### src/sv/knn_pkg.sv
// Package with shared types, codes and constants of the k-nearest-neighbor point store.
package knn_pkg;

  localparam int unsigned COORD_W = 16;
  localparam int unsigned DIST_W  = 34;
  localparam int unsigned IDX_W   = 10;
  localparam int unsigned CLS_W   = 3;
  localparam int unsigned ONE_Q   = 16384;

  typedef enum logic [2:0] {
    ACT_APPEND_PIXEL = 3'd0,
    ACT_APPEND_NORM  = 3'd1,
    ACT_REMOVE_LAST  = 3'd2,
    ACT_SEARCH       = 3'd3,
    ACT_CLASSIFY     = 3'd4
  } action_t;

  typedef enum logic [1:0] {
    ST_OK    = 2'd0,
    ST_FULL  = 2'd1,
    ST_EMPTY = 2'd2,
    ST_BAD   = 2'd3
  } status_t;

  typedef enum logic [0:0] {
    REG_NEIGHBOUR_COUNT = 1'd0,
    REG_HALF_WINDOW     = 1'd1
  } reg_index_t;

  typedef struct packed {
    logic [2:0]         action;
    logic [10:0]        pixel_x;
    logic [10:0]        pixel_y;
    logic signed [15:0] norm_x;
    logic signed [15:0] norm_y;
    logic [2:0]         point_class;
  } in_req_t;

  typedef struct packed {
    logic [9:0]  neighbour_index;
    logic [32:0] neighbour_distance_sq;
    logic [2:0]  decided_class;
    logic [1:0]  status;
    logic        last;
  } out_req_t;

  typedef enum logic [3:0] {
    S_IDLE,
    S_DIV,
    S_DECODE,
    S_RD,
    S_WAIT,
    S_INS,
    S_CLS_RD,
    S_CLS_WAIT,
    S_VOTE,
    S_APPEND,
    S_EMIT,
    S_SINGLE
  } state_t;

  // Commands from the controller to the datapath.
  typedef struct packed {
    logic div_start;
    logic scan_clear;
    logic rd_point;
    logic ins_start;
    logic ins_step;
    logic rd_class;
    logic tally_add;
    logic vote_step;
    logic wr_query;
    logic wr_norm;
    logic count_inc;
    logic count_dec;
    logic emit_load;
    logic emit_next;
  } cmd_t;

  // Status from the datapath to the controller.
  typedef struct packed {
    logic div_done;
    logic scan_last;
    logic ins_keep;
    logic ins_done;
    logic cls_last;
    logic vote_done;
    logic emit_last;
    logic empty;
    logic full;
    logic decided_zero;
  } stat_t;

endpackage

### src/sv/knn_ctrl.sv
// Controller state machine sequencing appends, removes, scans, votes and result output.
module knn_ctrl #(
  parameter int NUM_CLASSES = 5
) (
  input  logic               clk,
  input  logic               rst_n,
  input  logic               in_valid,
  output logic               in_ready,
  input  logic [2:0]         action,
  input  logic [2:0]         point_class,
  input  knn_pkg::stat_t     stat,
  output knn_pkg::cmd_t      cmd,
  output logic               out_valid,
  input  logic               out_ready,
  output logic               single_load,
  output logic [1:0]         single_status
);

  knn_pkg::state_t state_r, state_nxt;
  logic [2:0] act_r, act_nxt;
  logic [2:0] cls_r, cls_nxt;
  logic       ovalid_r, ovalid_nxt;
  logic       class_ok;

  always_ff @(posedge clk) begin
    if (!rst_n) begin
      state_r  <= knn_pkg::S_IDLE;
      act_r    <= 3'd0;
      cls_r    <= 3'd0;
      ovalid_r <= 1'b0;
    end else begin
      state_r  <= state_nxt;
      act_r    <= act_nxt;
      cls_r    <= cls_nxt;
      ovalid_r <= ovalid_nxt;
    end
  end

  assign class_ok  = (cls_r >= 3'd1) && (32'(cls_r) <= NUM_CLASSES);
  assign out_valid = ovalid_r;

  always_comb begin
    state_nxt     = state_r;
    act_nxt       = act_r;
    cls_nxt       = cls_r;
    ovalid_nxt    = ovalid_r;
    cmd           = '0;
    in_ready      = 1'b0;
    single_load   = 1'b0;
    single_status = knn_pkg::ST_OK;
    if (ovalid_r && out_ready) ovalid_nxt = 1'b0;
    unique case (state_r)
      knn_pkg::S_IDLE: begin
        in_ready = !ovalid_r || out_ready;
        if (in_valid && in_ready) begin
          act_nxt = action;
          cls_nxt = point_class;
          if (action <= knn_pkg::ACT_CLASSIFY) begin
            cmd.div_start = 1'b1;
            state_nxt = knn_pkg::S_DIV;
          end
        end
      end
      knn_pkg::S_DIV: begin
        if (stat.div_done) state_nxt = knn_pkg::S_DECODE;
      end
      knn_pkg::S_DECODE: begin
        // The result register must be free before a single result may be loaded.
        if (!ovalid_r || out_ready) begin
          if (act_r == knn_pkg::ACT_SEARCH || act_r == knn_pkg::ACT_CLASSIFY) begin
            if (stat.empty) begin
              single_status = knn_pkg::ST_EMPTY;
              state_nxt = knn_pkg::S_SINGLE;
            end else begin
              cmd.scan_clear = 1'b1;
              state_nxt = knn_pkg::S_RD;
            end
          end else begin
            state_nxt = knn_pkg::S_SINGLE;
            if (act_r == knn_pkg::ACT_REMOVE_LAST) begin
              if (stat.empty) single_status = knn_pkg::ST_EMPTY;
              else cmd.count_dec = 1'b1;
            end else if (!class_ok) begin
              single_status = knn_pkg::ST_BAD;
            end else if (stat.full) begin
              single_status = knn_pkg::ST_FULL;
            end else begin
              if (act_r == knn_pkg::ACT_APPEND_NORM) cmd.wr_norm = 1'b1;
              else cmd.wr_query = 1'b1;
              cmd.count_inc = 1'b1;
            end
          end
          single_load = (state_nxt == knn_pkg::S_SINGLE);
        end
      end
      knn_pkg::S_RD: begin
        cmd.rd_point = 1'b1;
        state_nxt = knn_pkg::S_WAIT;
      end
      knn_pkg::S_WAIT: begin
        cmd.ins_start = 1'b1;
        state_nxt = knn_pkg::S_INS;
      end
      knn_pkg::S_INS: begin
        if (!stat.ins_keep || stat.ins_done) begin
          cmd.ins_step = 1'b1;
          if (stat.scan_last) begin
            if (act_r == knn_pkg::ACT_CLASSIFY) state_nxt = knn_pkg::S_CLS_RD;
            else state_nxt = knn_pkg::S_EMIT;
          end else begin
            state_nxt = knn_pkg::S_RD;
          end
        end else begin
          cmd.ins_step = 1'b1;
        end
      end
      knn_pkg::S_CLS_RD: begin
        cmd.rd_class = 1'b1;
        state_nxt = knn_pkg::S_CLS_WAIT;
      end
      knn_pkg::S_CLS_WAIT: begin
        cmd.tally_add = 1'b1;
        if (stat.cls_last) state_nxt = knn_pkg::S_VOTE;
        else state_nxt = knn_pkg::S_CLS_RD;
      end
      knn_pkg::S_VOTE: begin
        cmd.vote_step = 1'b1;
        if (stat.vote_done) state_nxt = knn_pkg::S_APPEND;
      end
      knn_pkg::S_APPEND: begin
        if (!stat.full && !stat.decided_zero) begin
          cmd.wr_query  = 1'b1;
          cmd.count_inc = 1'b1;
        end
        state_nxt = knn_pkg::S_EMIT;
      end
      knn_pkg::S_EMIT: begin
        if (!ovalid_r || out_ready) begin
          cmd.emit_load = 1'b1;
          ovalid_nxt = 1'b1;
          if (stat.emit_last) state_nxt = knn_pkg::S_IDLE;
          else cmd.emit_next = 1'b1;
        end
      end
      knn_pkg::S_SINGLE: begin
        if (!ovalid_r || out_ready) begin
          ovalid_nxt = 1'b1;
          state_nxt = knn_pkg::S_IDLE;
        end
      end
      default: state_nxt = knn_pkg::S_IDLE;
    endcase
  end

endmodule

### config.mk
export PLATFORM = sky130hd
export DESIGN_NAME = knn_ctrl
export DESIGN_NICKNAME = d
export VERILOG_FILES = /design/src/sv/knn_pkg.sv /design/src/sv/knn_ctrl.sv
export SDC_FILE = /design/constraint.sdc
export NUM_CORES = 1
export LEC_CHECK = 0
export ABC_AREA = 0
export BUFFER_PORTS_ARGS = -buffer_cell sky130_fd_sc_hd__clkbuf_2
export CAP_MARGIN = 5
export CORE_ASPECT_RATIO = 2
export CORE_UTILIZATION = 35
export DETAILED_ROUTE_END_ITERATION = 16
export SYNTH_ARGS = -nofsm -noshare
export SYNTH_HDL_FRONTEND = slang
export SYNTH_SLANG_ARGS = --single-unit
### constraint.sdc
create_clock -name clk -period 3.9 [get_ports clk]
set_clock_uncertainty 0.15 [all_clocks]
set_input_delay 0.195 -clock clk [delete_from_list [all_inputs] [get_ports clk]]
set_output_delay 0.195 -clock clk [all_outputs]
set_load 0.05 [all_outputs]
; ---- After elaboration in Yosys (flattened, before gate mapping)
; Cells that the tools add are included.
[word_totals]
inputBits = 20
wordCells = 106
latchBits = 0
n_memories = 0
rom_bits = 0
mem_bits_rw = 0
register_bits = 11
out_inout_bits = 19
[op_classes]
n_div = 0
n_shift = 0
add_sub_neg = 0
mux = 59
n_eq_ne = 25
reduce_logical = 15
bitwise_logic = 0
n_mul = 0
n_lt_le_gt_ge = 3
[ops]
columns = op, count
row1 = $mux W4, 18
row2 = $pmux W4 S12, 1
row3 = $mux W1, 27
row4 = $eq A4 B4 Y1 const B, 5
row5 = $ne A2 B2 Y1 const B, 9
row6 = $eq A4 B3 Y1 const B, 4
row7 = $mux W2, 8
row8 = $mux W3, 3
row9 = $reduce_and A9 Y1, 1
row10 = $eq A4 B2 Y1 const B, 2
row11 = $eq A3 B2 Y1 const B, 2
row12 = $le A3 B3 Y1 const B, 2
row13 = $eq A4 B1 Y1 const B, 1
row14 = $logic_and A1 B1 Y1, 4
row15 = $logic_not A1 Y1, 4
row16 = $logic_not A4 Y1, 1
row17 = $pmux W1 S2, 2
row18 = $eq A3 B1 Y1 const B, 1
row19 = $eq A3 B3 Y1 const B, 1
row20 = $ge A3 B1 Y1 const B, 1
row21 = $logic_or A1 B1 Y1, 3
row22 = $reduce_and A2 Y1, 1
row23 = $reduce_or A2 Y1, 1

; ---- Logic depth before layout (Yosys ltp)
[depth]
depth_word = 8
ltp_mapped = 6
depth_no_buf = 4

; ---- Worst setup path before layout
; No wires, ideal clock.
[synth_path]
path_kind = register to output
startpoint = reg ovalid_r (netlist: out_valid)
endpoint = out cmd[2] (netlist bit)
n_path_buf = 1
required_ns = 3.555
stages_incl_launch_ff = 5
slack_ns = 0.834
arrival_ns = 2.721
path_cell_list = dfxtp_1 -> nor2b_1 -> or4_4 -> buf_6 -> nor4_1
[synth_rtl]
columns = element, line_no
row1 = from (decl), knn_ctrl.sv:22  ; logic ovalid_r, ovalid_nxt;
row2 = from (signal assigned), knn_ctrl.sv:35  ; ovalid_r <= ovalid_nxt;
row3 = to (decl), knn_ctrl.sv:12  ; output knn_pkg::cmd_t cmd,

==> impl_summary.log <==
[metrics] vertical extent of the die: 74.7 um
[metrics] static leakage: 0.000519 uW
[metrics] wire per inst: 14.2 um
[metrics] Seq cells post-synth: 11
[metrics] Critical Path Sink Type: output pin
[metrics] RSZ-0062 raised after global routing: false
[metrics] quantity of gates resized following cts: 0
[metrics] combined area of the multi-input logic cells: 644 sq um
[metrics] worst-margin pin slew: 740 ps
[metrics] Final setup violation count: 0
[metrics] async set-or-reset flop fraction in the synthesized netlist: 0%
[metrics] cell repeated most along the worst path: sky130_fd_sc_hd__nand2b_4
[metrics] residual DRC count: 0
[metrics] cell type with the largest total area after synthesis: sky130_fd_sc_hd__dfxtp_1
[metrics] vias after detailed routing: 975
[metrics] count of input and output buffers: 38
[metrics] endpoint required time on the critical path: 3560 ps
[metrics] number of vias per cell after detailed routing: 5.48
[metrics] last weighted congestion value of the routability-driven placer: 0.844
[metrics] Row Count: 26
[metrics] number of design-rule violations left by the first detailed-router iteration: 16
[metrics] global routing met1 resource utilization: 21.3%
[metrics] min-delay worst type: in -> reg
[metrics] number of nets with antenna violations after routing: 0
[metrics] first-pass GRT wire length: 4020 um
[metrics] number of buffers on the longest clock path: 2
[metrics] Layout fillers: 269
[metrics] total negative slack for setup checks: 0 ps
[metrics] count of flip-flops with a built-in enable after synthesis: 0
[metrics] arrival time of data at the critical path endpoint: 2390 ps
[metrics] estimated wirelength of the detail-placed design: 2020 um
[metrics] floorplan die width: 38.3 um
[metrics] maximum VDD drop: 473 uV
[metrics] dominant delay contributor by cell family on the critical path: simple AND/OR/NAND/NOR gates
[metrics] CP Class: reg -> out
[metrics] Worst path max stage delay: 800 ps
[metrics] sum of routed wire length over all layers: 2530 um
[metrics] Distinct cells, synth: 41
[metrics] CTS root buffer: sky130_fd_sc_hd__clkbuf_8
[metrics] number of antenna violations at the first check in global routing: 0
[metrics] nets in the synthesized netlist: 136
[metrics] H-Tree Level Count: 1
[metrics] Placeable Area: 0.00254 sq mm
[metrics] pin count of the biggest net entering global routing: 21
[metrics] result of the run: finished, final reports clean
[metrics] CTS tree: yes
[metrics] share of the yosys chip area belonging to registers: 23.8%
[metrics] cells traversed along the worst timing path: nand2b_4 > or4_4 > nand2b_4 > nor4b_4 > clkbuf_2
[metrics] clock slew at reported path FFs: 50 ps
[metrics] relative area change from synthesis to final layout: 24.0%
[metrics] fin. max-slew vios: 0
[metrics] total power per unit cell area: 618 mW/mm^2
[metrics] GR met3 Demand/Resource: 2.65%
[metrics] total area of sequential cells: 220 sq um
[metrics] initial cell density of the core: 36.4%
[metrics] number of standard cells after synthesis: 116
[metrics] count of endpoints failing hold in the final timing report: 0
[metrics] share of post-route cells with drive strength above 1: 32.7%
[metrics] number of clock buffers inserted by TritonCTS: 3
[metrics] portion of synthesized cell area occupied by the leading cell type: 23.8%
[metrics] placement-stage cell area: 0.00110 sq mm
[metrics] GRT busiest layer: met2
[metrics] share of the clock period used by the worst path: 70.1%
[metrics] global-route met2 utilization: 36.9%
[metrics] number of nets at the end of the flow: 171
[metrics] number of diodes: 0
[metrics] Highest Clock Rate: 366 MHz
[metrics] final critical path time including I/O delays and setup: 2740 ps
[metrics] buffer count from post-CTS setup fixing: 0
[metrics] clk_lat worst skew: 230 ps
[metrics] max cap viols: 0
[metrics] post-cts hold buffer count: 0
[metrics] WHS: 44.4 ps
[metrics] I/O pin cnt: 39
[metrics] synth top area cells: sky130_fd_sc_hd__dfxtp_1 24%, sky130_fd_sc_hd__mux2i_1 8.7%, sky130_fd_sc_hd__nor2_1 7.3%
[metrics] startpoint kind of the worst setup timing path: register
[metrics] synthesized area per cell: 7.97 sq um
[metrics] area of all placed cells without fillers: 0.00115 sq mm
[metrics] warnings from Yosys: 0
[metrics] leading post-synthesis cells by instance count: 18 x sky130_fd_sc_hd__nor2_1, 11 x sky130_fd_sc_hd__dfxtp_1, 9 x sky130_fd_sc_hd__nand2_1
[metrics] number of global-route vias before repair: 890
[metrics] Max Fanout on Critical Path: 20
[metrics] buffer and inverter count on the worst path: 1
[metrics] worst-case headroom to the max-slew limit: 50.6%
[metrics] slowest stage cell on the critical path: sky130_fd_sc_hd__dfxtp_1
[metrics] primary flip-flop cell chosen by synthesis mapping: sky130_fd_sc_hd__dfxtp_1
[metrics] total overflow reported by the global router: 0
[metrics] drt first pass iters: 5
[metrics] aggregate global-route resource usage: 19.0%
[metrics] number of clock sinks: 11
[metrics] Cell Area, Synth: 925 sq um
[metrics] most frequently used cell type in the post-synthesis netlist: sky130_fd_sc_hd__nor2_1
[metrics] Die Area: 0.00286 sq mm
-- through the flow --
step                      total power, uW  utilization (%)  std cells  setup WS, ps
after floorplan                       528                -        116           834
after global placement                587             43.4        174          1500
after detailed placement              598             43.4        174          1420
after CTS                             713             45.2        178          1170
after global routing                  754             45.2        178          1040
final                                 708             45.2        178          1160
-- tightest hold or removal path: cells and delay by family --
kind | cells | cell delay, ps
buffers and inverters | 1 | 70
AND/OR/NAND/NOR | 1 | 70
multiplexers | 1 | 50
-- path summary, 6_finish.rpt --
check / startpoint / endpoint / slack [ps] / cells after the start
setup reg to reg: state_r[1]$_SDFFE_PN0P_ / state_r[3]$_SDFFE_PN0P_ / 1770 / 4
setup / recovery: state_r[1]$_SDFFE_PN0P_ / cmd[4] / 1160 / 5
hold / removal: point_class[1] / cls_r[1]$_SDFFE_PN0P_ / 40 / 3
hold reg to reg: cls_r[0]$_SDFFE_PN0P_ / cls_r[0]$_SDFFE_PN0P_ / 360 / 2
-- final cells by class --
class,count,area share [%]
Clock buffer,4,3.93
Inverter,3,0.983
Multi-Input combinational cell,94,56.2
Sequential cell,11,19.2
Tap cell,28,3.06
Timing Repair Buffer,38,16.6
-- flip-flops by register name, summed over array words and instances, names as in the netlist --
register   cells
state_r        4
act_r          3
cls_r          3
out_valid      1
-- cells in the final DEF (no fill, tap or decap), types with 2 or more instances in the layout --
cell type	n
sky130_fd_sc_hd__a311oi_1	2
sky130_fd_sc_hd__inv_1	3
sky130_fd_sc_hd__nand2b_4	2
sky130_fd_sc_hd__dfxtp_1	11
sky130_fd_sc_hd__nor4_1	3
sky130_fd_sc_hd__mux2i_1	8
sky130_fd_sc_hd__nor3b_1	2
sky130_fd_sc_hd__nand2b_1	4
sky130_fd_sc_hd__a21oi_1	4
sky130_fd_sc_hd__nor2b_1	3
sky130_fd_sc_hd__o311ai_0	3
sky130_fd_sc_hd__nor2_1	18
sky130_fd_sc_hd__nand2_1	9
sky130_fd_sc_hd__nand4bb_1	2
sky130_fd_sc_hd__nor4b_1	2
sky130_fd_sc_hd__o21ai_0	5
sky130_fd_sc_hd__clkbuf_8	3
sky130_fd_sc_hd__clkbuf_2	38
sky130_fd_sc_hd__nor3_1	6
sky130_fd_sc_hd__nand3_1	2
-- power by group --
group | total (uW) | switching [uW] | internal, uW | leakage (uW)
Combinational | 383 | 244 | 138 | 0.000406
Sequential | 212 | 73.5 | 138 | 0.0000900
Clock | 114 | 42.0 | 71.7 | 0.0000228
-- metal layers --
metal / wire (um) / part of all wire, % / vias up
met5: 0 / 0 / -
met4: 0 / 0 / 0
met3: 91 / 3.6 / 0
met2: 1440 / 57 / 29
met1: 997 / 39 / 450
li1: - / - / 496
-- cells by family after synthesis --
kind of cell    after synthesis  share of synthesized area, %
compound gates               22                          18.3
xor+xnor                      1                         0.947
buf+inv                      11                          6.49
flops                        11                          23.8
mux                           8                          8.66
simple gates                 63                          41.8
(Power assumes the default switching activity.)
